<file path="config.mk">
export PLATFORM = sky130hd
export DESIGN_NAME = lla_rule
export DESIGN_NICKNAME = d
export VERILOG_FILES = /design/src/design/lla_pkg.sv /design/src/design/lla_rule.sv
export SDC_FILE = /design/constraint.sdc
export NUM_CORES = 1
export LEC_CHECK = 0
export BUFFER_PORTS_ARGS = -buffer_cell sky130_fd_sc_hd__buf_4
export CORE_MARGIN = 1.5
export CORE_UTILIZATION = 53
export CTS_CLUSTER_DIAMETER = 80
export DETAILED_ROUTE_END_ITERATION = 6
export PLACE_DENSITY = 0.79
export REMOVE_ABC_BUFFERS = 1
export SYNTH_ARGS = -nofsm -noshare
export SYNTH_HDL_FRONTEND = slang
export SYNTH_SLANG_ARGS = --single-unit
</file>
<file path="constraint.sdc">
create_clock -name clk -period 6.15 [get_ports clk]
set_input_delay 1.23 -clock clk [delete_from_list [all_inputs] [get_ports clk]]
set_output_delay 1.23 -clock clk [all_outputs]
set_load 0.05 [all_outputs]
</file>
<file path="src/design/lla_pkg.sv">
// Shared constants, types and codes for the life-like automaton block.
package lla_pkg;

	localparam int ROWS = 32;
	localparam int COLS = 128;
	localparam int CELLS = ROWS * COLS;
	localparam int AW = $clog2(CELLS);
	localparam int IDX_W = 12;
	localparam int CNT_W = IDX_W + 1;
	localparam int WIN_LEN = 2 * COLS + 3;
	localparam int SWEEP_LEN = CELLS + 2 * COLS + 2;
	localparam int SW = $clog2(SWEEP_LEN + 1);
	localparam int FILL_LEN = 2 * COLS + 2;
	localparam int MASK_W = 9;

	localparam logic [1:0] OP_WRITE = 2'd0;
	localparam logic [1:0] OP_READ = 2'd1;
	localparam logic [1:0] OP_ADVANCE = 2'd2;

	localparam logic REG_BIRTH = 1'b0;
	localparam logic REG_SURVIVAL = 1'b1;

	typedef enum logic [1:0] {
		ST_CLEAR,
		ST_IDLE,
		ST_READ,
		ST_ADVANCE
	} state_t;

	typedef struct packed {
		logic shift;
		logic din;
	} win_ctl_t;

endpackage

</file>
<file path="src/design/lla_rule.sv">
// Sliding neighborhood window and birth/survival rule for the sweep.
module lla_rule (
	input  logic                          clk,
	input  lla_pkg::win_ctl_t             ctl,
	input  logic [lla_pkg::MASK_W-1:0]    birth_mask,
	input  logic [lla_pkg::MASK_W-1:0]    survival_mask,
	output logic                          next_cell
);

	localparam int C = lla_pkg::COLS;

	logic [lla_pkg::WIN_LEN-1:0] win_q;
	logic [3:0]                  count;

	// newest bit at 0; center cell sits at COLS+1
	always_ff @(posedge clk) begin
		if (ctl.shift) begin
			win_q <= {win_q[lla_pkg::WIN_LEN-2:0], ctl.din};
		end
	end

	always_comb begin
		count = 4'(win_q[0]) + 4'(win_q[1]) + 4'(win_q[2]) + 4'(win_q[C])
			+ 4'(win_q[C+2]) + 4'(win_q[2*C]) + 4'(win_q[2*C+1]) + 4'(win_q[2*C+2]);
		next_cell = win_q[C+1] ? survival_mask[count] : birth_mask[count];
	end

endmodule

</file>
== Word level (Yosys, flattened, before mapping) ==
Index checks and enable logic that the tools add are counted.

* Add/subtract/negate cells: 7
* Order comparisons: 1
* Mux-type cells: 5

{| class="wikitable"
|+ Operators with widths
! cell !! number
|-
| 4-bit by 1-bit adder with 4-bit output || 4
|-
| 1-bit binary-select mux with 4-bit select || 2
|-
| 4-bit by 5-bit < comparator with 1-bit output (second input constant) || 1
|-
| 3-bit by 1-bit adder with 4-bit output || 1
|-
| 2-bit by 1-bit adder with 3-bit output || 1
|-
| 1-bit 2-to-1 mux || 3
|-
| 1-bit by 1-bit adder with 2-bit output || 1
|}

* Logic and storage cells: 14
* Register bits: 259

== Logic depth before layout (Yosys ltp) ==
Gate-level depths: netlist (run 1).

* Depth after elaboration: 10
* Gate-level depth with buffers: 10
* Mapped depth without buffers: 10

== Worst setup path before layout (run 1) ==
No wires, ideal clock.

* Path kind: flip-flop to output port
* From: register win_q[0] (netlist bit)
* To: output next_cell
* Slack: 1.244 ns
* Data required time: 4.920 ns
* Buffers on the path: 0
* Cell stages (with the launch flop): 11
* Arrival time: 3.676 ns
* Cells stage by stage: edfxtp_1 > inv_1 > fa_1 > fa_1 > fa_1 > inv_1 > ha_1 > fa_1 > mux4_1 > mux4_2 > mux2_4

* Longest elaborated chain between the ends: 10
* Elaborated cells on any way between the ends: 12
* Those cells by class: 7 x add/sub; 5 x mux

{| class="wikitable"
|+ Ends and longest elaborated chain
! element !! line !! source
|-
| from (decl) || lla_rule.sv:12 || <nowiki>logic [lla_pkg::WIN_LEN-1:0] win_q;</nowiki>
|-
| from (signal assigned) || lla_rule.sv:18 || <nowiki>win_q <= {win_q[lla_pkg::WIN_LEN-2:0], ctl.din};</nowiki>
|-
| 1-bit by 1-bit adder with 2-bit output * || lla_rule.sv:23 || <nowiki>count = 4'(win_q[0]) + 4'(win_q[1]) + 4'(win_q[2]) + 4'(win_q[C])</nowiki>
|-
| 2-bit by 1-bit adder with 3-bit output * || lla_rule.sv:23 ||
|-
| 3-bit by 1-bit adder with 4-bit output * || lla_rule.sv:23 ||
|-
| 4-bit by 1-bit adder with 4-bit output * (4 in series) || lla_rule.sv:24 || <nowiki>+ 4'(win_q[C+2]) + 4'(win_q[2*C]) + 4'(win_q[2*C+1]) + 4'(win_q[2*C+2]);</nowiki>
|-
| 1-bit binary-select mux with 4-bit select || lla_rule.sv:25 || <nowiki>next_cell = win_q[C+1] ? survival_mask[count] : birth_mask[count];</nowiki>
|-
| 1-bit 2-to-1 mux (implied by the code) || lla_rule.sv:25 ||
|-
| 1-bit 2-to-1 mux * || lla_rule.sv:25 ||
|-
| to (decl) || lla_rule.sv:7 || <nowiki>output logic next_cell</nowiki>
|}

Every way passes the cells marked *; elsewhere a longest branch is shown, timed or not. The select of a mux whose other input is x is not followed.

== Worst setup path after layout (run 1) ==
Ends and elaborated chain as after synthesis.

==> summary.md, run 1 <==
| Metric | Value |
|---|---|
| Total Wirelength | ~10 mm |
| IO Port Bufs | 21 |
| Die Y | about 130 um |
| Share of cells above drive strength 1 | ~17% |
| DR pass1 iterations | 4 |
| Power per Cell Area | between 400 and 500 nW/um^2 |
| All-Layer GR Usage | around 14% |
| Clock transition at path regs | approximately 0.060 ns |
| Cell variety after synth | 13 |
| Pin count of the biggest net entering global routing | about 150 |
| Cells on Worst Hold Path | 0 |
| Largest family of logic cells by synthesized area | multiplexers |
| Sequential share of the synthesized area | between 90% and 100% |
| DP Wirelength | roughly 4.4 mm |
| Vias/cell | approximately 5 |
| Worst-case clock skew | between 0.007 and 0.008 ns |
| Setup ws final | around 0.37 ns |
| CP required | slightly below 5 ns |
| GRT overflow | 0 |
| CP max FO | 5 |
| Crit-path max cell delay | 0.60 ns |
| Post-synthesis share of cell area spent on xor and xnor gates | less than 1% |
| Post-DRT Antenna Nets | 0 |
| Initial antenna violation count | 0 |
| FF-to-FF path depth | 0 |
| Filler instances | 991 |
| Mean Syn Cell Area | between 20 and 30 um^2 |
| TNS Setup | 0 ns |
| CTS tree | built |
| Die Footprint | ~16000 um^2 |
| Critical Path End Type | primary output |
| Slowest cell on crit path | fa_1 |
| Max reg flops | about 260 |
| M3 GR Usage | 3.04% |
| Post-synth top area share | 95.7% |
| GR Util met2 | about a fifth |
| Status | complete, no violations |
| Root Driver | clkbuf_16 |
| WS Path Type | reg2out |
| Core ar. | 15100 um^2 |
| Unrepaired setup endpoints after global routing | false |
| Mapped Area | approximately 8000 um^2 |
| Die X-Extent | around 130 um |
| Compound-gate portion of the synthesized area | less than 1% |
| Simple-gate share of the synthesized area | 0.154% |
| Skew-Pair Late Insertion Delay | about 0.5 ns |
| First-pass GRT wire length | ~17 mm |
| # rows | 45 |
| Area contributors post-synth | edfxtp_1 96%, mux4_1 1.3%, fa_1 0.99% |
| Rel. slew slack | between 30% and 40% |
| CTS resizes | 0 |
| Worst hold slack | 0.413 ns |
| RePlAce Congestion | between 0.7 and 0.8 |
| FF+latch count, synth | between 200 and 300 |
| Via count | ~2800 |
| Buf/Inv on CP | 3 |
| CP delay by family, top | adder cells |
| Synth warnings | 0 |
| Synthesis-to-finish area growth | 15.4% |
| Peak Freq | ~170 MHz |
| Leak Pwr | between 3 and 4 nW |
| Min-delay worst type | reg2reg |
| TritonCTS buffer count | 24 |
| I/O pins | 22 |
| Top Usage Layer GRT | met1 |
| Most flop-heavy register | win_q |
| Main flop type after synthesis | edfxtp_1 |
| DRC | 0 |
| Synthesized instance count | between 200 and 300 |
| Post-synth EDFFs | around 260 |
| Final net count | between 300 and 400 |
| Worst path most repeated cell | fa_1 |
| Final setup violation count | 0 |
| Area leader, netlist | edfxtp_1 |
| Worst vdd ir | roughly 0.25 mV |
| Final Cycle Share | a little over nine tenths |
| Vias in the first global route | 2870 |
| CP Data Arrival Time | about 4.6 ns |
| Top post-synthesis cells by count | 259 x edfxtp_1, 11 x inv_1, 4 x fa_1, 4 x mux4_1, 3 x ha_1 |
| Initial Utilization | roughly 54% |
| Htree depth | 1 |
| Final Hold Viols | 0 |
| Clk sinks | around 260 |
| Crit-path cells | inv_1 > fa_1 > fa_1 > fa_1 > inv_1 > ha_1 > fa_1 > mux4_1 > mux4_2 > mux2_4 > buf_4 |
| Ant. Diodes | 0 |
| Worst Max-Slew Pin Slew | between 1 and 1.5 ns |
| Number of post-CTS setup repair buffers | 0 |
| Placed instance area | roughly 8500 um^2 |
| Max cap viols | 0 |
| DRT iter0 DRCs | 241 |
| Max Slew Vio Count | 0 |
| Share of flip-flops with an asynchronous set or reset | 0% |
| Bufs on Longest Clock Path | 3 |
| Stages on the worst setup path | 11 |
| Post-Synth Adder-Cell Area | under 10% |
| DR WL/cell | 19.2 um |
| Most frequent cell after synthesis | edfxtp_1 |
| Cell area after layout | about 9400 um^2 |
| Worst slack, placed | 0.919 ns |
| Critical path launch point type | flop |
| Hold buffers post-CTS | 0 |
| Mux cell area share after synthesis | 1.88% |
| Met1 Track Usage GR | between 20% and 30% |
| Time the worst path needs with I/O delays and setup | 5.78 ns |
| Biggest regs | win_q: 259 flops |
final timing paths:
kind / startpoint / to / slack [ns]
worst max-delay path: win_q[0] / next_cell / 0.37
worst min-delay path: win_q[165] / win_q[166] / 0.41
worst max register to register: win_q[255] / win_q[256] / 5.44
worst min register to register: win_q[165] / win_q[166] / 0.41
cell type report:
class,count,area [um^2],area share (%)
clock buffer,27,633,6.75
clock inverter,17,208,2.22
inverter,11,41.3,0.440
multi-input combinational,18,299,3.19
sequential,259,7780,83.0
tap,188,235,2.51
timing repair buffer,23,180,1.92
kinds of logic after synthesis:
family | Yosys count
fa+ha+maj | 7
flops | 259
buf+inv | 12
xor+xnor | 1
compound gates | 1
mux | 7
simple gates | 2
layout by cell type (no fill, tap or decap), drive strengths merged:
master / instances
mux2i: 1
ha: 3
nor4b: 1
bufinv: 5
clkinv: 10
inv: 11
fa: 4
xor2: 1
clkbuf: 27
a21o: 1
mux4: 5
mux2: 1
buf: 23
nand2: 1
edfxtp: 259
clkinvlp: 2
routing by layer:
| layer | part of all wire, % | vias up |
|---|---|---|
| li1 | - | 1259 |
| met4 | 2.6 | 0 |
| met5 | 0 | - |
| met2 | 44 | 47 |
| met3 | 3.5 | 24 |
| met1 | 50 | 1445 |
metrics by stage:
stage | power (mW) | instances | utilization (%)
floorplan | 2.21 | 288 | -
global placement | 2.27 | 499 | 56.6
detailed placement | 2.29 | 499 | 56.6
CTS | 3.85 | 543 | 62.1
global route | 3.94 | 543 | 62.1
finish | 3.81 | 543 | 62.1
report_power, final:
| part | leakage [nW] | internal [mW] | switching (mW) | total [mW] |
|---|---|---|---|---|
| Combinational | 0.305 | 0.0740 | 0.0943 | 0.168 |
| Sequential | 2.53 | 2.06 | 0.0329 | 2.09 |
| Clock | 0.406 | 0.949 | 0.603 | 1.55 |
No activity file was read; power rests on OpenSTA's default activity.
==> run 2, diff against run 1 <==
Settings changed: ABC_AREA set to 0, MAX_ROUTING_LAYER set to met4.
==> run 2 against run 1 <==
  * Non-clock buffer count unchanged
  * Wire length fell by 0.91%
  * Critical path type unchanged
  * Clock skew is essentially flat
  * Die area unchanged
  * First-iteration DRC count is 5.4% higher
==> summary.md, run 2 (same netlist as run 1, synthesis figures left out) <==
| Metric | Value |
|---|---|
| Combinational power share | 4.4% |
| DP Wirelength | around 4.4 mm |
| Initial Utilization | 53.8% |
| Clock power share | around two fifths |
| Die Footprint | between 15000 and 20000 um^2 |
| Vias/cell | ~5.1 |
| Total Wirelength | 10.4 mm |
| Core ar. | between 15000 and 20000 um^2 |
| Die X-Extent | approximately 130 um |
| Critical Path End Type | primary output |
| Cell area after layout | about 9400 um^2 |
| Bufs on Longest Clock Path | 3 |
| Switching part of the total | around a fifth |
| WS Path Type | reg2out |
| Synthesis-to-finish area growth | 15.4% |
| Worst-case clock skew | 0.00808 ns |
| GRT overflow | 0 |
| Critical path launch point type | flop |
| Commonest non-fill, non-tap cells in the layout | 259 x edfxtp_1, 25 x clkbuf_16, 22 x buf_4 |
| Ant. Diodes | 0 |
| DR WL/cell | 19.1 um |
| Setup ws final | 0.370 ns |
| Time the worst path needs with I/O delays and setup | around 5.8 ns |
| P_sw | roughly 730 uW |
| # rows | 45 |
| P_int | around 3.1 mW |
| Via count | ~2800 |
| IO Port Bufs | 21 |
| Vias in the first global route | 2865 |
| Final Cycle Share | roughly 94% |
| Final net count | 365 |
| Worst vdd ir | ~0.25 mV |
| Sequential cell area | 7780 um^2 |
| TritonCTS buffer count | 24 |
| DR pass1 iterations | 4 |
| DRC | 0 |
| Die Y | 127 um |
| Share of cells above drive strength 1 | about 17% |
| Pin count of the biggest net entering global routing | around 150 |
| All-Layer GR Usage | approximately 14% |
| Worst slack, placed | ~0.92 ns |
| Rel. slew slack | around a third |
| Max cap viols | 0 |
| Most flop-heavy register | win_q |
| CP required | 4.92 ns |
| First-pass GRT wire length | approximately 17 mm |
| Placed instance area | around 8500 um^2 |
| CTS resizes | 0 |
| Worst Max-Slew Pin Slew | slightly above 1 ns |
| CTS tree | built |
| Status | complete, no violations |
| Sequential Power Share | 54.8% |
| Peak Freq | approximately 170 MHz |
| Footprint of the multi-input gates | roughly 300 um^2 |
| Final Hold Viols | 0 |
| CP Data Arrival Time | about 4.6 ns |
| Final setup violation count | 0 |
| Max reg flops | 259 |
| TNS Setup | 0 ns |
| Clock transition at path regs | around 0.06 ns |
| Hold buffers post-CTS | 0 |
| Biggest regs | win_q: 259 flops |
| Max Slew Vio Count | 0 |
| Commonest non-fill, non-tap cell in the layout | edfxtp_1 |
| Root Driver | clkbuf_16 |
| DRT iter0 DRCs | 254 |
| Htree depth | 1 |
| Number of post-CTS setup repair buffers | 0 |
| CP max FO | 5 |
| Min-delay worst type | reg2reg |
| RePlAce Congestion | between 0.7 and 0.8 |
| Filler instances | just under 1000 |
| Power per Cell Area | just over 400 nW/um^2 |
| Leak Pwr | 3.25 nW |
| Power, Total | ~3.8 mW |
| I/O pins | 22 |
| Initial antenna violation count | 0 |
| Unrepaired setup endpoints after global routing | false |
| Skew-Pair Late Insertion Delay | 0.50 ns |
| Post-DRT Antenna Nets | 0 |
| Clk sinks | between 200 and 300 |
run 2: cell counts in the layout (fill, tap and decap cells not counted):
Identical to the previous run, type by type.
run 2: routing by layer:
metal / track usage [%] / vias to the layer above / wire length (um)
met3: 2.99 / 26 / 362
met4: 4.61 / 0 / 265
met1: 22.5 / 1436 / 5160
met2: 19.1 / 50 / 4570
li1: - / 1260 / -
met5: - / - / 0
run 2: path summary, 6_finish.rpt:
path,endpoint,slack (ns),cells past startpoint,start
worst min register to register,win_q[166],0.41,0,win_q[165]
worst max-delay path,next_cell,0.37,11,win_q[0]
worst max register to register,win_q[256],5.43,0,win_q[255]
worst min-delay path,win_q[166],0.41,0,win_q[165]
run 2: power groups by stage:
stage	Combinational [mW]	Clock (mW)	Sequential, mW
6_report	0.168	1.55	2.09
5_1_grt	0.184	1.66	2.10
2_1_floorplan	0.102	0	2.10
4_1_cts	0.168	1.59	2.09
3_3_place_gp	0.156	0	2.12
3_5_place_dp	0.168	0	2.12
run 2: worst max-delay path, stage by stage, from the launching register on:
cell and delay (ns):
edfxtp_1 0.37, inv_1 0.08, fa_1 0.56, fa_1 0.44
fa_1 0.49, inv_1 0.05, ha_1 0.20, fa_1 0.60
mux4_1 0.33, mux4_2 0.47, mux2_4 0.26, buf_4 0.19
run 2: area by class of cell:
class	instances	share of cell area, %
inverters	11	0.440
flip-flops and latches	259	83.0
repair buffers	23	1.92
multi-input cells	18	3.19
clock buffers	27	6.75
clock inverters	17	2.22
well taps	188	2.51
run 2: metrics by stage:
step,instances,utilization [%],hold WS (ns)
after floorplan,288,-,0.400
after global placement,499,56.6,0.402
after detailed placement,499,56.6,0.405
after CTS,543,62.1,0.415
after global routing,543,62.1,0.418
final,543,62.1,0.414
==> run 3, diff against run 2 <==
Settings changed: BUFFER_PORTS_ARGS -buffer_cell sky130_fd_sc_hd__buf_4 to -buffer_cell sky130_fd_sc_hd__buf_2.
==> run 3 against run 2 <==
  * Final area fell by 0.73%
  * Count of clock-buffer cells in the layout rose by 1
  * Setup slack got worse by 0.078 ns
  * Fmax fell by 1.3%
  * Non-clock buffer count did not move
  * Critical path depth did not move
  * Power fell by 0.86%
  * Hold slack barely moved
  * Sequential power barely moved
  * Sequential share of layout area rose by 0.61 points
  * Critical path type unchanged
  * Largest cell class unchanged
==> summary.md, run 3 (same netlist as run 1, synthesis figures left out) <==
| Metric | Value |
|---|---|
| Status | complete, no violations |
| CTS tree | built |
| IO Port Bufs | 21 |
| TritonCTS buffer count | 25 |
| Share of cells above drive strength 1 | around 17% |
| DR WL/cell | between 15 and 20 um |
| P_int | ~3.0 mW |
| First-pass GRT wire length | 16.4 mm |
| Max Slew Vio Count | 0 |
| Max cap viols | 0 |
| Bufs on Longest Clock Path | 3 |
| Combinational power share | under 10% |
| Filler instances | a little under 1000 |
| Rel. slew slack | about 43% |
| Worst vdd ir | 0.288 mV |
| P_sw | between 700 and 800 uW |
| CP max FO | 5 |
| Commonest non-fill, non-tap cell in the layout | edfxtp_1 |
| Sequential Power Share | about 55% |
| Setup ws final | around 0.29 ns |
| Switching part of the total | 19.6% |
| Worst Max-Slew Pin Slew | between 0.8 and 0.9 ns |
| Clk sinks | between 200 and 300 |
| DRT iter0 DRCs | 250 |
| GRT overflow | 0 |
| Initial Utilization | about 54% |
| Final Cycle Share | 95.2% |
| Die Y | ~130 um |
| Worst slack, placed | roughly 0.94 ns |
| Min-delay worst type | reg2reg |
| Vias in the first global route | 2809 |
| CTS resizes | 0 |
| Peak Freq | 171 MHz |
| # rows | 45 |
| Time the worst path needs with I/O delays and setup | 5.86 ns |
| DR pass1 iterations | 4 |
| Core ar. | 15100 um^2 |
| Root Driver | clkbuf_16 |
| Biggest regs | win_q: 259 flops |
| Unrepaired setup endpoints after global routing | false |
| Clock transition at path regs | ~0.060 ns |
| Final Hold Viols | 0 |
| Post-DRT Antenna Nets | 0 |
| Initial antenna violation count | 0 |
| DP Wirelength | 3.97 mm |
| Power per Cell Area | about 410 nW/um^2 |
| Commonest non-fill, non-tap cells in the layout | 259 x edfxtp_1, 25 x clkbuf_16, 20 x buf_2 |
| CP Data Arrival Time | between 4 and 5 ns |
| Final setup violation count | 0 |
| CP required | 4.92 ns |
| Power, Total | around 3.8 mW |
| Hold buffers post-CTS | 0 |
| Critical Path End Type | primary output |
| Skew-Pair Late Insertion Delay | 0.50 ns |
| Vias/cell | 5.15 |
| Max reg flops | ~260 |
| Util after Layout | between 60% and 70% |
| Htree depth | 1 |
| Final net count | about 370 |
| Ant. Diodes | 0 |
| WS Path Type | reg2out |
| Die X-Extent | around 130 um |
| Pin count of the biggest net entering global routing | 127 |
| I/O pins | 22 |
| Number of post-CTS setup repair buffers | 0 |
| Synthesis-to-finish area growth | 14.6% |
| Leak Pwr | about 3.2 nW |
| DRC | 0 |
| TNS Setup | 0 ns |
| Via count | about 2800 |
| Total Wirelength | 10.6 mm |
| Clock power share | a little over 40% |
| Critical path launch point type | flop |
| RePlAce Congestion | roughly 0.72 |
| Most flop-heavy register | win_q |
| Die Footprint | ~16000 um^2 |
| Worst-case clock skew | about 0.0093 ns |
| All-Layer GR Usage | around 14% |
## run 3: worst paths after layout
| check | from | end | slack [ns] | cells after the start |
|---|---|---|---|---|
| min | win_q[59] | win_q[60] | 0.41 | 0 |
| min reg2reg | win_q[59] | win_q[60] | 0.41 | 0 |
| max reg2reg | win_q[129] | win_q[130] | 5.41 | 0 |
| max | win_q[0] | next_cell | 0.29 | 11 |
## run 3: routing by layer
layer  wire length, um  up-vias  track usage, %  part of all wire (%)
li1                  -     1265               -                     -
met1              5240     1448            21.8                    50
met2              4640       57            18.8                    44
met3               423       26            3.46                   4.0
met4               257        0            4.48                   2.4
met5                 0        -               -                     0
## run 3: final cells by class
cell class	count	area, um^2	area share [%]
Timing Repair Buffer	23	130	1.40
Sequential cell	259	7780	83.6
Tap cell	188	235	2.53
Multi-Input combinational cell	18	299	3.21
Clock inverter	16	185	1.99
Inverter	11	41.3	0.444
Clock buffer	28	637	6.84
## run 3: stage by stage
stage | hold slack [ns] | area (um^2) | instances
after floorplan | 0.400 | 8120 | 288
after global placement | 0.403 | 8480 | 499
after detailed placement | 0.405 | 8480 | 499
after CTS | 0.417 | 9310 | 543
after global routing | 0.415 | 9310 | 543
final | 0.413 | 9310 | 543
## run 3: critical path: stages, from the launching register on
cell and delay, ns:
edfxtp_1 0.35, inv_1 0.07, fa_1 0.58, fa_1 0.45, fa_1 0.49, inv_1 0.05
ha_1 0.22, fa_1 0.62, mux4_1 0.34, mux4_2 0.48, mux2_4 0.27, buf_2 0.21
## run 3: power by group through the flow
stage	Sequential, mW	Combinational [mW]	Clock, mW
floorplan	2.10	0.102	0
global placement	2.12	0.148	0
detailed placement	2.12	0.158	0
CTS	2.09	0.166	1.56
global route	2.10	0.178	1.62
finish	2.09	0.166	1.52
