==> config.mk <==
export PLATFORM = sky130hd
export DESIGN_NAME = lla_ram
export DESIGN_NICKNAME = d
export VERILOG_FILES = /design/src/design/lla_ram.sv
export SDC_FILE = /design/constraint.sdc
export NUM_CORES = 1
export LEC_CHECK = 0
export ABC_AREA = 1
export BUFFER_PORTS_ARGS = -buffer_cell sky130_fd_sc_hd__buf_2
export CORE_MARGIN = 2
export CORE_UTILIZATION = 40
export DETAILED_ROUTE_END_ITERATION = 6
export HOLD_SLACK_MARGIN = 0.08
export SYNTH_ARGS = -nofsm -noshare
export SYNTH_HDL_FRONTEND = slang
export SYNTH_SLANG_ARGS = --single-unit
export TNS_END_PERCENT = 10
==> constraint.sdc <==
create_clock -name clk -period 2.4 [get_ports clk]
set_input_delay 0.12 -clock clk [delete_from_list [all_inputs] [get_ports clk]]
set_output_delay 0.12 -clock clk [all_outputs]
set_load 0.02 [all_outputs]
==> src/design/lla_ram.sv <==
// Generic single-write, single-read RAM with registered read data.
module lla_ram #(
	parameter int WIDTH = 1,
	parameter int DEPTH = 16
) (
	input  logic                     clk,
	input  logic                     we,
	input  logic [$clog2(DEPTH)-1:0] waddr,
	input  logic [WIDTH-1:0]         wdata,
	input  logic [$clog2(DEPTH)-1:0] raddr,
	output logic [WIDTH-1:0]         rdata
);

	logic [WIDTH-1:0] mem [DEPTH];

	always_ff @(posedge clk) begin
		if (we) begin
			mem[waddr] <= wdata;
		end
		rdata <= mem[raddr];
	end

endmodule

# Yosys cells after proc, flatten, opt, wreduce, memory -nomap -nowiden
# Memories as Yosys holds them, arrays and structs flattened. A register that Yosys moved wholly into a read port is not among the register bits.
# Index checks and enable logic that the tools add are counted.
totals:
  ff_bits: 0
  latch_bits: 0
  ram_bits: 16
  rom_bits: 0
  in_bits: 11
  word_cells: 3
  n_memories: 1
mem_list:
  columns: ["name", "depth", "width", "read_ports", "rd_clocked_by_memory_dff", "write_ports", "line", "text"]
  rows:
  - ["mem", 16, 1, 1, 1, 1, "14", "logic [WIDTH-1:0] mem [DEPTH];"]
op_classes:
  n_addsub: 0
  mul: 0
  div_mod_pow: 0
  order_cmp: 0
  n_eq_ne: 0
  shifts: 0
  muxes: 2
  bitwise_logic: 0
  n_reduce_logical: 0
ops:
  columns: ["operator", "n"]
  rows:
  - ["$mux W1", 2]

# Longest topological paths before layout
# Gate-level depths: netlist of run 1.
logic_depth:
  word_depth: 2
  depth_mapped: 8
  mapped_depth_nobuf: 7

# Worst setup path before layout of run 1
# No wires, ideal clock.
synth_timing:
  path_type: "register -> register"
  start: "memory mem[6]"
  end: "register rdata, read port of mem"
  arrival_time_ns: 0.674
  required_ns: 2.287
  slack_ns: 1.612
  path_stages_with_launch: 7
  n_path_buf: 0
  synth_period_minus_slack_ns: 0.788
  path_cell_list: "edfxtp_1 inv_1 nand2_2 nand3_1 nand3_1 nand3_1 nand2_1"
synth_rtl:
  columns: ["element", "line", "text"]
  rows:
  - ["start: declaration", "14", null]
  - ["end: declaration", "11", "output logic [WIDTH-1:0] rdata"]

==> results.txt, run 1 <==
The flow ran to the end, and the final reports show no timing, DRC or antenna violations. In this run the critical register-to-register path is captured at rdata$_DFF_P_. The first routing iteration left 12 violations. The sequential cells in the finished layout cover a total of 500 um^2. Setup repair after global routing left no endpoint under its margin.

At the worst endpoint, the required time is 2.59 ns. Critical path start-end classification: flop to flop. In the final routed layout, each cell accounts on average for 9.49 um. The tools report the number of warnings printed during yosys synthesis as 0. The worst hold path begins at raddr[2]. The CTS H-tree depth was 1; the maximum fanout count along the critical path was 1. The worst hold path was traced through 4 stages.

Global routing finished with a remaining overflow of 0. The length in cells of the worst reg-to-reg path is 6, and the number of buffers created by CTS is 3. No sink is reached through more buffers than the 2 on the longest clock path. Once detail routing completed, the nets flagged for antenna violations numbered 0. In the final layout, the multi-input gates occupy 249 um^2. The number of input and output port buffers inserted came out at 11. The run gives 0 as the final setup violation count. The final RePlAce weighted congestion was 0.702; the number of fill cells in the layout was 195. The number of gates given a new drive strength after cts was 0; the area enclosed by the die boundary was 0.00250 mm^2.

Hold is met by 0.154 ns. The final period utilization came out at 0.362. The design draws 0.537 mW. In this run the count of I/O pins placed on the die edge is 12. In this run the clock root is driven by a clkbuf_4.

The shortest period the worst path allows is 0.868 ns, and the number of iterations in the first detailed-routing pass is 4. The per-cell via count in the routed design was 4.36; the count of hold buffers inserted by post-cts repair was 1. The initialized floorplan defines 16 standard-cell rows. Floorplan core area: 0.00198 mm^2. Sequential-to-total area share from yosys stat: 0.591. For this block, the via count after detailed routing is 602.

The clock-pin slew on the worst setup and hold paths was 0.09 ns. In the layout the commonest cells are nand2_1, inv_1, edfxtp_1, nand3_1, buf_2. The category of the worst setup path capture point was a flop.

Post-detailed-placement half-perimeter wirelength: 1040 um. The endpoint of the worst hold path was rdata$_DFF_P_. For the total global-route track usage, the log shows 0.125. The mapped netlist covers 847 um^2. After detailed routing, the total wire length is 1310 um. The final net count is 123, and the share of cells above drive strength 1 is 0.171.

Across the run, the number of max-cap violations was 0. The core occupancy in the finished layout was 0.485; the synthesized instance count was 96. For the via count of the first global-routing pass, the log shows 518. The tools report the kind of launch point of the worst setup path as a flop. VDD sags by at most 0.000252 V. The clock drives 17 sinks. TritonCTS built the clock tree. The logs give 0 for the number of antenna cells inserted and 1150 MHz for the upper clock frequency limit. Each instance of the synthesized netlist takes up on average 8.82 um^2.

For the number of hold violations in the final report, the log shows 0. The first global-routing pass estimated 2260 um of wire. For the pin with the worst max-slew slack, the measured transition is 0.282 ns. The total power per unit cell area was 559 mW/mm^2. The startpoint identified for the worst register-to-register timing path is mem[8]$_DFFE_PP_. The worst hold-check path type was input port to flop. Synthesis inferred 17 register bits.

For the worst setup path, the data arrival time is 1.06 ns. For flop-to-flop paths, the worst setup slack is 1.53 ns. Entering global routing, the biggest net connects 17 pins. Across the routed clock network, the largest skew measured is 0.00279 ns.

The floorplan step set the die width to 50.0 um. For the starting utilization of the core area, the log shows 0.427. Once the clock tree was built, the setup fixing pass inserted 0 buffers. Counting every net in the synthesized netlist gives 107. For the residual DRC count, the log shows 0.

In this run the vertical extent of the chip is 50.0 um. The run gives 0 as the number of max-slew violations in the final report. Yosys mapped the design onto 11 distinct sky130hd cell types.

Summed over all failing endpoints, the final setup total negative slack is 0 ns. The tools report the clock insertion delay at the later pin of the skew report as 0.28 ns. The tools report the static leakage as 0.435 nW. The tools report the number of antenna violations at the first check in global routing as 0.

The most frequent standard cell in the layout excluding fill and tap cells was nand2_1. Synthesis-to-finish area growth: 13.4%. The worst max-slew margin expressed relative to the limit was 0.810.
## worst max-delay path by stage
stage | start | to | slack [ns] | depth (start not counted)
2_1_floorplan | mem[6]$_DFFE_PP_ | rdata$_DFF_P_ | 1.61 | 6
3_3_place_gp | waddr[1] | mem[9]$_DFFE_PP_ | 1.40 | 4
3_5_place_dp | waddr[0] | mem[0]$_DFFE_PP_ | 1.38 | 4
4_1_cts | rdata$_DFF_P_ | rdata | 1.52 | 1
5_1_grt | mem[9]$_DFFE_PP_ | rdata$_DFF_P_ | 1.44 | 6
6_report | mem[8]$_DFFE_PP_ | rdata$_DFF_P_ | 1.53 | 6
## critical path, cell delays in order (launching register included)
cell	delay, ns
edfxtp_1	0.38
inv_1	0.07
nand2_2	0.04
nand3_1	0.07
nand3_1	0.08
nand3_1	0.08
nand2_1	0.04
## stage by stage
stage / std cells / area [um^2] / setup slack (ns)
3_5_place_dp: 133 / 925 / 1.38
2_1_floorplan: 96 / 847 / 1.61
5_1_grt: 138 / 961 / 1.44
6_report: 138 / 961 / 1.53
3_3_place_gp: 133 / 925 / 1.40
4_1_cts: 138 / 961 / 1.52
## metal layers
metal | vias up | part of all wire | global-route usage | wire (um)
met1 | 251 | 0.50 | 0.165 | 649
met4 | 0 | 0.015 | 0.0833 | 19
li1 | 337 | - | - | -
met2 | 12 | 0.45 | 0.178 | 587
met5 | - | 0 | 0 | 0
met3 | 2 | 0.040 | 0.0303 | 53
## logic make-up after synthesis
group	count (synthesis)	synth area share
AND/OR/NAND/NOR	57	0.294
flip-flops	17	0.591
buffers and inverters	22	0.115
## layout make-up
class / instances / area share
sequential: 17 / 0.521
multi-input combinational: 57 / 0.259
inverter: 21 / 0.0898
timing repair buffer: 12 / 0.0677
tap: 27 / 0.0352
clock buffer: 4 / 0.0273
## where the power goes
group          leakage (nW)  internal, mW  switching, mW
logic                 0.267        0.0204         0.0380
clock network        0.0150        0.0645         0.0816
registers             0.153         0.331        0.00157
## state kept, by name, indices dropped and copies added, names as in the netlist
register and flops:
rdata 1, mem 16
## cells in the mapped netlist
| library cell | number | area share |
|---|---|---|
| buf_6 | 1 | 0.013 |
| dfxtp_1 | 1 | 0.024 |
| edfxtp_1 | 16 | 0.57 |
| inv_1 | 19 | 0.084 |
| inv_2 | 1 | 0.0044 |
| inv_8 | 1 | 0.013 |
| nand2_1 | 24 | 0.11 |
| nand2_2 | 3 | 0.022 |
| nand3_1 | 14 | 0.083 |
| nor2_1 | 8 | 0.035 |
| nor3_1 | 8 | 0.047 |
(Power assumes the default switching activity.)
==> run 2, diff against run 1 <==
Clock period 2.4 ns to 0.8 ns, I/O delays scaled along.
==> results.txt, run 2 (synthesis results as in run 1) <==
The clock-pin slew on the worst setup and hold paths is 0.09 ns (about the same), and the floorplan core area is 0.00198 mm^2 (unchanged). The logs give 0 (unchanged) for the number of antenna cells inserted and 500 um^2 (unchanged) for the area of all sequential standard cells. The worst hold-check path type is input port to flop. The number of buffers between clock root and the deepest sink came out at 2 (unchanged). Count of nets left with antenna violations after detail routing: 0 (unchanged).

The maximum ir drop on the vdd rail is 0.000779 V (+210%). Compared with the post-synthesis result, the final layout area differs by 17.7%. The via count of the first global-routing pass was 547 (+5.6%); the fraction of met1 tracks used by global routing was 0.151 (-0.0147). The critical path goes through inv_2 -> nand2_2 -> nand3_2 -> nand3_2 -> nand3_2 -> nand2_1.

The final setup violation count came out at 1 (+1). The violation count after the first detailed-route iteration was 14 (+2); the post-route worst setup slack was -0.0551 ns (-1.59 ns). The per-cell via count in the routed design works out to 4.62 (+5.9%). The critical path start-end classification was flop to flop. The multi-input logic area was 269 um^2 (+8.0%). The dominant cell type by count on the critical path is nand3_2.

The sum of internal, switching and leakage power was 1.63 mW (+200%); the starting utilization of the core area was 0.427 (unchanged). Share of cells above drive strength 1: 0.214 (+0.0431). The final non-filler cell total came out at 139 (+0.72%). The startpoint identified for the worst hold timing path is raddr[2].

The most frequent standard cell in the layout excluding fill and tap cells was nand2_1. TritonCTS built the clock tree. The final period utilization was 1.07 (+0.707); the detailed-route via count was 642 (+6.6%). The first-pass GRT wire length came out at 2340 um (+3.4%). The register with the most flip-flops in the final layout is mem. Among all stages on the critical path, the largest delay is contributed by edfxtp_1. For the total global routing overflow, the log shows 0 (unchanged). The total global-route track usage is 0.134 (+0.00924).

The upper clock frequency limit is 1170 MHz (+1.5%). The met3 routing resource usage after global routing was 0.0364 (+0.00606). The post-detailed-routing wire length was 1390 um (+6.1%).

met2 is the most crowded layer. The logs give 0 (unchanged) for the number of setup buffers added after CTS and 0 (unchanged) for the number of hold violations in the final report. The tools report the number of iterations in the first detailed-routing pass as 4 (unchanged). The final net count was 124 (+0.81%).

Leaving out fill and tap cells, the most frequent cells in the layout are nand2_1, inv_1, edfxtp_1, nand3_1, buf_2. Transition at the pin with the smallest max-transition slack: 0.265 ns (-0.0168 ns). For hold timing, the worst endpoint is rdata$_DFF_P_.

The largest net degree at the start of global routing came out at 17 (unchanged). The width of the chip is 50.0 um (unchanged). The run gives 1 (unchanged) as the CTS H-tree depth. The number of core rows is 16 (unchanged). The worst setup slack before clock tree synthesis came out at -0.106 ns (-1.49 ns). Shortest period the worst path allows: 0.855 ns (-0.0130 ns). Setup repair after global routing could not meet its margin everywhere.

The tools report the launching point of the worst reg2reg path as mem[6]$_DFFE_PP_. The count of boundary I/O pins is 12 (unchanged). The flow ran to the end, but the final reports show violations. The logic gate share of total power was 0.119 (+0.010). The run gives 1080 um (+4.0%) as the post-detailed-placement half-perimeter wirelength.

Number of flip-flops under the largest register name: 16 (unchanged). Category of the worst setup path capture point: a flop. Met2 usage: 0.202 (+0.0241). The length in cells of the worst reg-to-reg path works out to 6 (unchanged). The logs give 0.503 (+0.0183) for the core occupancy in the finished layout and 0.822 (+0.0113) for the worst max-slew margin expressed relative to the limit.

The average wire per cell in the routed design came out at 9.99 um (+5.3%). The reported net switching power came out at 0.371 mW (+210%). Number of antenna violations at the first check in global routing: 0 (unchanged). The delay of the slowest cell on the worst path is 0.40 ns (+0.02 ns). The required time reported for the critical path endpoint was 0.99 ns (-1.60 ns); the number of fill cells in the layout was 188 (-3.6%). The arrival time at the worst endpoint was 1.05 ns (about the same). Worst hold path cell count: 4 (unchanged).

Total power per unit cell area: 1640 mW/mm^2 (+190%). The reported max-cap violation count is 0 (unchanged). The switching share of power is 0.227 (+0.00197). The number of buffers created by CTS was 3 (unchanged). The vertical extent of the die was 50.0 um (unchanged). The endpoint of the worst register-to-register path is rdata$_DFF_P_.

The design internal power was 1.26 mW (+200%); the worst setup slack for register-to-register paths was -0.06 ns (-1.59 ns). Worst setup skew after layout: 0.00501 ns (+0.00222 ns). Kind of launch point of the worst setup path: a flop. The power share of the sequential group is 0.612 (-0.007). The tools report the static leakage as 0.449 nW (+3.1%).

Maximum fanout count along the critical path: 1 (unchanged). The residual DRC count was 0 (unchanged). The largest registers in the layout are mem x16, rdata x1.

The number of input and output port buffers inserted came out at 11 (unchanged). The clock network fraction of design power was 0.268 (-0.004). The tree is rooted in a clkbuf_4.

The final reports fail on setup timing. The tools report the area enclosed by the die boundary as 0.00250 mm^2 (unchanged). The number of max-slew violations in the final report is 0 (unchanged). The tools report the number of clock sinks seen by CTS as 17 (unchanged). The clock insertion delay at the later pin of the skew report is 0.28 ns (about the same), and the final RePlAce weighted congestion is 0.717 (+2.1%). The cell count after placement was 133 (unchanged).
run 2: cell count changes in the layout (fill, tap and decap cells not counted), sizes merged:
cell         change
dlygate4sd3      +1
run 2: through the flow:
stage          setup TNS [ns]  hold slack [ns]  cell area [um^2]
2_1_floorplan               0            0.139               847
5_1_grt                -0.126           0.0865               997
3_5_place_dp           -0.648            0.283               925
3_3_place_gp           -0.348            0.274               925
4_1_cts               -0.0565           0.0823               968
6_report              -0.0551           0.0851               997
run 2: worst max-delay path by stage:
stage / start / to / slack, ns / cells past startpoint
2_1_floorplan: mem[6]$_DFFE_PP_ / rdata$_DFF_P_ / 0.01 / 6
3_3_place_gp: waddr[0] / mem[0]$_DFFE_PP_ / -0.08 / 4
3_5_place_dp: waddr[0] / mem[0]$_DFFE_PP_ / -0.11 / 4
4_1_cts: mem[3]$_DFFE_PP_ / rdata$_DFF_P_ / -0.06 / 6
5_1_grt: mem[6]$_DFFE_PP_ / rdata$_DFF_P_ / -0.11 / 6
6_report: mem[6]$_DFFE_PP_ / rdata$_DFF_P_ / -0.06 / 6
run 2: area by class of cell:
cell class | count | area share
sequential | 17 | 0.502
multi-input combinational | 57 | 0.270
inverter | 21 | 0.0866
timing repair buffer | 13 | 0.0816
tap | 27 | 0.0339
clock buffer | 4 | 0.0263
run 2: per-layer routing:
layer / vias to the layer above / routed length, um / part of all wire
li1: 340 / - / -
met1: 276 / 622 / 0.45
met2: 22 / 631 / 0.45
met3: 4 / 74 / 0.053
met4: 0 / 61 / 0.044
met5: - / 0 / 0
run 2: power groups by stage:
stage	Sequential [mW]	Clock (mW)	Combinational, mW
after global routing	1.00	0.511	0.220
final	1.00	0.438	0.195
after global placement	1.02	0	0.170
after floorplan	1.03	0	0.103
after CTS	0.999	0.454	0.182
after detailed placement	1.02	0	0.172
run 2: what timing repair did:
item                                    in CTS  in global routing
endpoints found under the setup margin       2                  2
pin swaps                                    8                  6
resized for setup                            2                  5
endpoints found under the hold margin        1                  1
hold buffers                                 1                  1
gates cloned                                 0                  0
run 2: critical path, delay by kind of cell (launching register included):
family	cells	cell delay, ns
flip-flops	1	0.40
AND/OR/NAND/NOR	5	0.30
buffers and inverters	1	0.06
==> run 3, diff against run 2 <==
==> constraint.sdc (replaced) <==
create_clock -name clk -period 0.8 [get_ports clk]
set_input_delay 0.08 -clock clk [delete_from_list [all_inputs] [get_ports clk]]
set_output_delay 0.08 -clock clk [all_outputs]
set_load 0.02 [all_outputs]
==> results.txt, run 3 (synthesis results as in run 1) <==
The logs give 0.702 (-2.1%) for the final RePlAce weighted congestion and 0.453 nW (+1.0%) for the static leakage. The number of max-slew violations in the final report was 0 (unchanged). The worst setup skew after layout was 0.00881 ns (+0.00380 ns). The count of boundary I/O pins was 12 (unchanged); the worst setup slack before clock tree synthesis was -0.181 ns (-0.0745 ns). The number of buffer and inverter instances along the worst setup path is 1 (unchanged), and the number of antenna cells inserted is 0 (unchanged). The final setup violation count came out at 2 (+1).

TritonCTS built the clock tree. The number of buffers created by CTS was 3 (unchanged). The tools report the endpoint of the worst register-to-register path as rdata$_DFF_P_. The post-detailed-routing wire length came out at 1410 um (+1.7%).

The family of cells with the greatest summed delay on the critical path is flip-flops. The number of clock sinks seen by CTS came out at 17 (unchanged). The total global-route track usage came out at 0.131 (-0.00274). The flow ran to the end, but the final reports show violations. The maximum ir drop on the vdd rail came out at 0.000931 V (+19%).

First-pass GRT wire length: 2330 um (-0.60%). In the layout the commonest cells are nand2_1, inv_1, edfxtp_1, nand3_1, buf_2. The tools report the post-detailed-placement half-perimeter wirelength as 1080 um (-0.13%).

Setup repair after global routing could not meet its margin everywhere. The transition at the pin with the smallest max-transition slack is 0.289 ns (+0.0236 ns). The register bank with the most flops was mem.

The number of buffers between clock root and the deepest sink came out at 2 (unchanged). Traced cell by cell, the critical path runs through inv_1 -> nand2_2 -> nand3_1 -> nand3_1 -> nand3_1 -> nand2_1. The required time reported for the critical path endpoint is 1.00 ns (about the same), and the shortest period the worst path allows is 0.860 ns (+0.00504 ns). The critical path start-end classification is flop to flop. Clock-pin slew on the worst setup and hold paths: 0.10 ns (about the same).

For the CTS H-tree depth, the log shows 1 (unchanged). Residual DRC count: 0 (unchanged). The number of hold violations in the final report is 0 (unchanged), and the clock insertion delay at the later pin of the skew report is 0.29 ns (about the same). The starting utilization of the core area is 0.427 (unchanged). The post-route worst setup slack was -0.0601 ns (-0.00504 ns); the worst hold path cell count was 4 (unchanged). The number of antenna violations at the first check in global routing was 0 (unchanged).

The via count of the first global-routing pass is 568 (+3.8%). The share of cells above drive strength 1 was 0.223 (+0.00893); the number of core rows was 16 (unchanged). The length in cells of the worst reg-to-reg path came out at 6 (unchanged). The vertical extent of the die is 50.0 um (unchanged). The endpoint of the worst hold path is rdata$_DFF_P_. For the violation count after the first detailed-route iteration, the log shows 14 (unchanged).

The detailed-route via count is 614 (-4.4%). The worst setup path is captured at a flop. The largest registers in the layout are mem x16, rdata x1.

Delay of the slowest cell on the worst path: 0.37 ns (-0.03 ns). The worst setup slack for register-to-register paths was -0.06 ns (about the same). The logs give 1.06 ns (about the same) for the arrival time at the worst endpoint and 0 (unchanged) for the count of nets left with antenna violations after detail routing. The area growth from synthesis to layout is 17.6%. The floorplan core area is 0.00198 mm^2 (unchanged), and the number of setup buffers added after CTS is 0 (unchanged). For the core occupancy in the finished layout, the log shows 0.503 (-0.000632). The tightest min-delay check is of the input port to flop type. Number of fill cells in the layout: 207 (+10%).

The most frequent standard cell in the layout excluding fill and tap cells was nand2_1. The final-layout setup total negative slack came out at -0.0882 ns (-0.0331 ns). Width of the chip: 50.0 um (unchanged). The tools report the number of iterations in the first detailed-routing pass as 4 (unchanged).

The tools report the area enclosed by the die boundary as 0.00250 mm^2 (unchanged). The number of cells on the critical path came out at 6 (unchanged). Standard cell with the maximum stage delay on the critical path: edfxtp_1. The reported max-cap violation count is 0 (unchanged), and the final net count is 124 (unchanged).

Total global routing overflow: 0 (unchanged). The number of input and output port buffers inserted was 11 (unchanged); the total power per unit cell area was 1660 mW/mm^2 (+1.1%). The per-cell via count in the routed design is 4.42 (-4.4%).

The upper clock frequency limit is 1160 MHz (-0.59%). The worst setup path is launched from a flop. The number of flip-flops under the largest register name was 16 (unchanged). The worst hold path begins at raddr[2].

For the worst max-slew margin expressed relative to the limit, the log shows 0.806 (-0.0159). The dominant cell type by count on the critical path was nand3_1. The launching point of the worst reg2reg path is mem[6]$_DFFE_PP_. The final period utilization was 1.08 (+0.00630); the maximum fanout count along the critical path was 1 (unchanged). The average wire per cell in the routed design came out at 10.2 um (+1.7%).

The final reports fail on setup timing. CTS placed an instance of clkbuf_4 at the clock tree root. The largest net degree at the start of global routing is 17 (unchanged).
[run 3: cell count changes in the layout (fill, tap and decap cells not counted)]
cell,before,now
inv_2,2,1
clkinv_2,0,1
buf_4,0,1
inv_1,18,19
dlygate4sd3_1,2,1
clkbuf_1,1,0
[run 3: per-layer routing]
| layer | vias to the layer above | global-route usage | share of wire |
|---|---|---|---|
| met5 | - | 0 | 0 |
| met2 | 15 | 0.189 | 0.44 |
| met3 | 6 | 0.0333 | 0.041 |
| met4 | 0 | 0.111 | 0.034 |
| li1 | 336 | - | - |
| met1 | 257 | 0.162 | 0.48 |
[run 3: report_power, final]
| part | switching [mW] | internal (mW) |
|---|---|---|
| registers | 0.00643 | 0.994 |
| logic | 0.122 | 0.0738 |
| clock network | 0.267 | 0.186 |
[run 3: cell type report]
class / instances / area [um^2] / area share
clock buffers: 3 / 22.5 / 0.0226
clock inverters: 1 / 5.00 / 0.00503
inverters: 21 / 86.3 / 0.0867
multi-input cells: 57 / 269 / 0.270
flip-flops and latches: 17 / 500 / 0.503
well taps: 27 / 33.8 / 0.0339
repair buffers: 13 / 78.8 / 0.0791
[run 3: what timing repair did]
action                                  4_1_cts  5_1_grt
hold buffers                                  1        0
pin swaps                                     9        6
endpoints found under the hold margin         1        0
gates resized for setup                       5        1
endpoints found under the setup margin        2        2
[run 3: how the worst max path moves through the flow]
stage                           start                to  slack (ns)
floorplan            mem[6]$_DFFE_PP_     rdata$_DFF_P_        0.01
global placement             waddr[1]  mem[9]$_DFFE_PP_       -0.15
detailed placement           waddr[1]  mem[9]$_DFFE_PP_       -0.18
CTS                  mem[0]$_DFFE_PP_     rdata$_DFF_P_       -0.06
global route        mem[15]$_DFFE_PP_     rdata$_DFF_P_       -0.13
finish               mem[6]$_DFFE_PP_     rdata$_DFF_P_       -0.06
[run 3: per-stage QoR]
stage	power, mW	hold WS [ns]	cell area, um^2	std cells
4_1_cts	1.67	0.100	991	139
2_1_floorplan	1.13	0.179	847	96
3_5_place_dp	1.20	0.328	932	134
6_report	1.65	0.104	996	139
3_3_place_gp	1.19	0.315	932	134
5_1_grt	1.74	0.109	996	139
[run 3: worst reg2reg max path, stage by stage, from the launching register on]
cell      delay, ns
edfxtp_1       0.37
inv_1          0.08
nand2_2        0.05
nand3_1        0.08
nand3_1        0.07
nand3_1        0.08
nand2_1        0.05
